## src/rtl/mbe_pkg.sv

```systemverilog
// shared types, register map and constants of the mandelbrot escape-time block
package mbe_pkg;

  // escape count width and iteration cap
  localparam int unsigned CNT_W    = 12;
  localparam int unsigned ITER_W   = 13;
  localparam logic [ITER_W-1:0] ITER_CAP = 13'd4096;

  // configuration port
  localparam int unsigned REG_ADDR_W = 5;
  localparam int unsigned REG_DATA_W = 32;

  localparam logic [2:0] REG_ZOOM     = 3'd0;
  localparam logic [2:0] REG_CENTER_R = 3'd1;
  localparam logic [2:0] REG_CENTER_I = 3'd2;
  localparam logic [2:0] REG_WIDTH    = 3'd3;
  localparam logic [2:0] REG_HEIGHT   = 3'd4;
  localparam logic [2:0] REG_MAX_ITER = 3'd5;
  localparam logic [2:0] REG_SAT      = 3'd6;

  // reset values
  localparam logic [31:0]       RST_ZOOM     = 32'd32;
  localparam logic [31:0]       RST_CENTER   = 32'd0;
  localparam logic [ITER_W-1:0] RST_WIDTH    = 13'd1024;
  localparam logic [ITER_W-1:0] RST_HEIGHT   = 13'd768;
  localparam logic [ITER_W-1:0] RST_MAX_ITER = 13'd256;
  localparam logic [30:0]       RST_SAT      = 31'h7fff_ffff;

  typedef struct packed {
    logic signed [31:0] zoom_step;
    logic signed [31:0] center_real;
    logic signed [31:0] center_imag;
    logic [ITER_W-1:0]  img_cols;
    logic [ITER_W-1:0]  img_rows;
    logic [ITER_W-1:0]  max_iterations;
    logic [30:0]        sat_limit;
  } cfg_t;

  // token that travels along the cell ring
  typedef struct packed {
    logic             active;
    logic             done;
    logic [CNT_W-1:0] count;
  } tok_t;

  typedef enum logic [1:0] {
    ST_IDLE,
    ST_LOAD,
    ST_RUN
  } state_e;

endpackage

```

## src/rtl/mbe_regs.sv

```systemverilog
// apb-style configuration registers of the mandelbrot escape-time block
module mbe_regs (
  input  logic                               clk_i,
  input  logic                               rst_ni,
  input  logic                               psel,
  input  logic                               penable,
  input  logic                               pwrite,
  input  logic [mbe_pkg::REG_ADDR_W-1:0]     paddr,
  input  logic [mbe_pkg::REG_DATA_W-1:0]     pwdata,
  output logic [mbe_pkg::REG_DATA_W-1:0]     prdata,
  output logic                               pready,
  output mbe_pkg::cfg_t                      cfg_o
);

  mbe_pkg::cfg_t cfg_q;
  logic          wr_en;
  logic [2:0]    idx;

  assign idx    = paddr[4:2];
  assign wr_en  = psel && penable && pwrite;
  assign pready = 1'b1;
  assign cfg_o  = cfg_q;

  always_ff @(posedge clk_i or negedge rst_ni) begin
    if (!rst_ni) begin
      cfg_q.zoom_step      <= mbe_pkg::RST_ZOOM;
      cfg_q.center_real    <= mbe_pkg::RST_CENTER;
      cfg_q.center_imag    <= mbe_pkg::RST_CENTER;
      cfg_q.img_cols       <= mbe_pkg::RST_WIDTH;
      cfg_q.img_rows       <= mbe_pkg::RST_HEIGHT;
      cfg_q.max_iterations <= mbe_pkg::RST_MAX_ITER;
      cfg_q.sat_limit      <= mbe_pkg::RST_SAT;
    end else if (wr_en) begin
      unique case (idx)
        mbe_pkg::REG_ZOOM:     cfg_q.zoom_step      <= pwdata;
        mbe_pkg::REG_CENTER_R: cfg_q.center_real    <= pwdata;
        mbe_pkg::REG_CENTER_I: cfg_q.center_imag    <= pwdata;
        mbe_pkg::REG_WIDTH:    cfg_q.img_cols       <= pwdata[12:0];
        mbe_pkg::REG_HEIGHT:   cfg_q.img_rows       <= pwdata[12:0];
        mbe_pkg::REG_MAX_ITER: cfg_q.max_iterations <= pwdata[12:0];
        mbe_pkg::REG_SAT:      cfg_q.sat_limit      <= pwdata[30:0];
        default: ;
      endcase
    end
  end

  always_comb begin
    unique case (idx)
      mbe_pkg::REG_ZOOM:     prdata = cfg_q.zoom_step;
      mbe_pkg::REG_CENTER_R: prdata = cfg_q.center_real;
      mbe_pkg::REG_CENTER_I: prdata = cfg_q.center_imag;
      mbe_pkg::REG_WIDTH:    prdata = {19'd0, cfg_q.img_cols};
      mbe_pkg::REG_HEIGHT:   prdata = {19'd0, cfg_q.img_rows};
      mbe_pkg::REG_MAX_ITER: prdata = {19'd0, cfg_q.max_iterations};
      mbe_pkg::REG_SAT:      prdata = {1'b0, cfg_q.sat_limit};
      default:               prdata = '0;
    endcase
  end

endmodule

```

## config.mk

```make
export PLATFORM = sky130hd
export DESIGN_NAME = mbe_regs
export DESIGN_NICKNAME = d
export VERILOG_FILES = /design/src/rtl/mbe_pkg.sv /design/src/rtl/mbe_regs.sv
export SDC_FILE = /design/constraint.sdc
export NUM_CORES = 1
export LEC_CHECK = 0
export ABC_AREA = 1
export BUFFER_PORTS_ARGS = -buffer_cell sky130_fd_sc_hd__buf_4
export CAP_MARGIN = 10
export CORE_MARGIN = 2
export CORE_UTILIZATION = 35
export DETAILED_ROUTE_END_ITERATION = 10
export PLACE_DENSITY = 0.57
export SLEW_MARGIN = 20
export SYNTH_ARGS = -nofsm -noshare
export SYNTH_HDL_FRONTEND = slang
export SYNTH_SLANG_ARGS = --single-unit
```

## constraint.sdc

```tcl
create_clock -name clk_i -period 1.4 [get_ports clk_i]
set_clock_uncertainty 0.05 [all_clocks]
set_input_delay 0.14 -clock clk_i [delete_from_list [all_inputs] [get_ports clk_i]]
set_output_delay 0.14 -clock clk_i [all_outputs]
set_load 0.005 [all_outputs]
```

* Word-level counts from Yosys, hierarchy flattened
Cells that the tools add are included.
Widths: inputs -> output; s select.
** Storage, ports and cells
- Output and inout bits :: 199
- Flip-flop bits (word level) :: 166
- Input port bits :: 42
- Word-level logic and storage cells :: 24
** Operators by class
- Multiplexer cells :: 1
- Reduce and logical (&&, ||, !) cells :: 10
- Eq/ne operators :: 6
** Operators with widths (count)
- $pmux 32 s7 :: 1
- $reduce_and 2->1 :: 7
- $eq 3x3->1 const B :: 3
- $eq 3x2->1 const B :: 2
- $eq 3x1->1 const B :: 1
- $logic_not 3->1 :: 1
- $logic_and 1x1->1 :: 2

* Logic depth before layout (Yosys ltp)
- Depth after elaboration :: 3
- Mapped depth :: 8
- Depth with buffers taken out :: 6

* Worst setup path after synthesis
Ideal clock, no wire load.
- Kind :: input-to-output
- From :: in paddr[4] in the netlist's numbering
- To :: out prdata[18] in the netlist's numbering
- Path slack :: 177 ps
- Data required time :: 1210 ps
- Stages on the path :: 8
- Path buffers :: 3
- Arrival time :: 1033 ps
- Path through :: buf_2 > inv_2 > buf_4 > buf_2 > nand3_1 > o21ai_0 > inv_1 > nand2_1
** On the way
- Word-level cells in the longest chain between the ends :: 2
- Elaborated cells on any way between the ends :: 8
- Classes of those cells :: eq/ne (6); mux (1); reduce/logical (1)
** RTL lines
- start: declaration :: line mbe_regs.sv:8 : input logic [mbe_pkg::REG_ADDR_W-1:0] paddr,
- $eq 3x3->1 (tied with other cells) :: line mbe_regs.sv:48 : unique case (idx)
- $pmux 32 s7 (*) :: line mbe_regs.sv:48
- end: declaration :: line mbe_regs.sv:10 : output logic [mbe_pkg::REG_DATA_W-1:0] prdata,
Mark *: on every way between the ends. The rest lies on a longest branch, timed or not.

* Final worst setup path
- From :: reg cfg_q (netlist bit cfg_o[67])
- To :: out prdata[10] in the netlist's numbering
** On the way
- Word-level cells in the longest chain between the ends :: 1
** RTL lines
- start: declaration :: line mbe_regs.sv:15 : mbe_pkg::cfg_t cfg_q;
- $pmux 32 s7 :: line mbe_regs.sv:48
No other way between the ends.

==> run summary <==
Outcome: complete, but fails checks
Failing checks: setup timing
CORE AREA: 0.0227 mm^2
Share of post-route cells with drive strength above 1: 32.7%
Diode count: 0
Number of distinct library cells after synthesis: 26
Vias in the first global route: 7989
Placed cell areas: 0.0106 mm^2
DIE HEIGHT: 156 um
Final worst path period share: 117%
Critical Path Sink Type: primary output
FF-to-FF Start: cfg_o[24]$_DFFE_PN1P_
Initial antenna violation count: 0
CP Max Fanout: 2
I/O pin count: 241
Post-route DRC: 0
Synth-to-Final Area Change: 47.2%
Yosys reg bits: 166
Antenna Violating Nets Remaining: 0
Die area: 0.0245 mm^2
Seq/Total Area, Yosys: 51.6%
Final hold viol count: 0
Gr usage total: 24.9%
IO buf count: 237
Critical Path Slowest Stage Cell: dfstp_2
Largest net degree at the start of global routing: 68
Crit Path Class: register to primary output
First-pass GRT wire length: 46600 um
Startpoint Class: register
Internal reg-to-reg setup slack: 0.47 ns
Crit path max-delay family: flip-flops
Minimum clock period: 1.64 ns
RR Endpoint: cfg_o[24]$_DFFE_PN1P_
Commonest non-fill, non-tap cells in the layout: 331 x nand2_1, 265 x buf_4, 130 x dfrtp_1, 103 x o21ai_0, 103 x nand4_1
Simple-gate portion of the synthesized area: 30.3%
Place WS: -0.0477 ns
PD cells: 1290 mW/mm^2
Slew Viols, Final: 0
GPL Wtd Cong: 0.903
CTS clk-pin slew, worst paths: 0.08 ns
Post-synthesis cell count: 1014
Final wirelength: 30600 um
Pre-antenna DRT Iters: 5
Total number of vias: 8362
Total CTS buffers: 17
Clock Tree Root: clkbuf_16
Initial core utilization: 35.8%
Worst Hold Class: input pin to async pin
Rows: 55
Critical Path AT: 1.45 ns
Clock sinks: 166
Synth warn: 0
DPL Wire Length: 21000 um
Peak VDD IR: 0.000780 V
Vias per inst: 5.18
Worst-path cell chain: nand4_1, nand2_1, nor2_1, nand2_1, buf_4
Filler Cell Count: 2176
Setup slack after layout: -0.242 ns
Die width: 156 um
Largest family of logic cells by synthesized area: simple AND/OR/NAND/NOR gates
Leak pwr: 6.12 nW
Final Util: 52.7%
DR iter-0 viols: 667
Cell area after synthesis: 0.00813 mm^2
Synth Area in Adders: 0%
Routed wire per std cell: 19.0 um
RSZ-0062 raised after global routing: yes
Compound-gate portion of the synthesized area: 10.3%
Top cell by count, worst path: nand2_1
Xor and xnor area share after synthesis: 0%
Post-synthesis mux area share: 0%
Fin cells: 1615
Fin Setup TNS: -3.52 ns
Fin area: 0.0120 mm^2
Cell Count Post-Placement: 1508
Syn avg cell area: 8.02 um^2
Gr ovfl total: 0
Most common cell after layout, fill and taps aside: nand2_1
Synth Net Count: 1056
Max Buffers Root-to-Sink: 2
H-tree depth: 4
Max reg flops: 166
Buf/Inv on CP: 1
Cells on worst reg2reg path: 3
Req. time, crit path: 1.21 ns
Max-cap violations: 0
Final setup violation count: 31
Nets@finish: 1359
Critical Path Max Stage Delay: 0.54 ns
FMAX: 609 MHz
CTS tree: built
Clock latency at the later pin of the worst-skew pair: 0.43 ns
worst max-delay path by stage:
stage          cells after the start                  start                     end
2_1_floorplan                      8               paddr[4]              prdata[18]
3_3_place_gp                       8               paddr[4]  cfg_o[131]$_DFFE_PN0P_
3_5_place_dp                       8               paddr[4]  cfg_o[130]$_DFFE_PN0P_
4_1_cts                            5   cfg_o[1]$_DFFE_PN1P_               prdata[1]
5_1_grt                            5   cfg_o[6]$_DFFE_PN1P_               prdata[6]
6_report                           5  cfg_o[67]$_DFFE_PN1P_              prdata[10]
power by group:
part | switching [W] | internal [W] | total, W | leakage, nW
Clock | 0.00222 | 0.00236 | 0.00458 | 0.274
Sequential | 0.000796 | 0.00583 | 0.00663 | 2.06
Combinational | 0.00193 | 0.00236 | 0.00429 | 3.79
Total | 0.00495 | 0.0106 | 0.0155 | 6.12
timing repair:
item / CTS / global route
endpoints found under the hold margin: 306 / 0
buffers inserted: 39 / 3
hold buffers: 33 / 0
setup endpoints to repair: 32 / 57
gates resized for setup: 13 / 48
pin swaps: 75 / 11
cell usage after synthesis:
master	instances	area share (%)
nand3_4	3	0.65
nand4_1	103	7.9
inv_1	49	2.3
nor3_4	1	0.20
buf_1	2	0.092
nor2_2	2	0.15
conb_1	1	0.046
dfstp_2	36	12
buf_4	7	0.65
inv_2	3	0.14
a21oi_1	1	0.061
nand2_4	2	0.28
buf_6	5	0.69
nor2_1	42	1.9
clkbuf_1	26	1.2
clkbuf_2	1	0.061
nor2_4	2	0.28
nand3_2	2	0.25
dfrtp_1	130	40
nand2_1	340	16
buf_2	41	2.5
nand2_2	1	0.077
o21ai_0	103	6.3
o21ai_1	64	3.9
nand3_1	46	2.8
inv_4	1	0.077
through the flow:
step           hold WS [ns]  power, W
2_1_floorplan        -0.206   0.00776
3_3_place_gp         0.0174    0.0103
3_5_place_dp         0.0173    0.0104
4_1_cts               0.126    0.0154
5_1_grt               0.141    0.0163
6_report              0.117    0.0155
metal layers:
| metal | global-route usage, % | vias to the layer above | share of wire (%) |
|---|---|---|---|
| met5 | 0 | - | 0 |
| met2 | 38.8 | 292 | 47 |
| met4 | 8.34 | 0 | 2.5 |
| li1 | - | 4022 | - |
| met1 | 34.9 | 4008 | 45 |
| met3 | 4.93 | 40 | 6.1 |
kinds of logic (layout without fill, tap and decap cells):
family,Yosys count,after routing
flops,166,166
other cells,1,1
compound gates,168,168
buf+inv,135,451
simple gates,544,544
cell type report:
cell class | count | area (um^2) | area share (%)
clock buffer | 17 | 425 | 3.55
clock inverter | 15 | 135 | 1.13
inverter | 53 | 201 | 1.68
multi-input combinational | 713 | 3370 | 28.2
sequential | 166 | 4200 | 35.1
tap | 285 | 357 | 2.98
timing repair buffer | 366 | 3280 | 27.4
No activity file was read; power rests on OpenSTA's default activity.
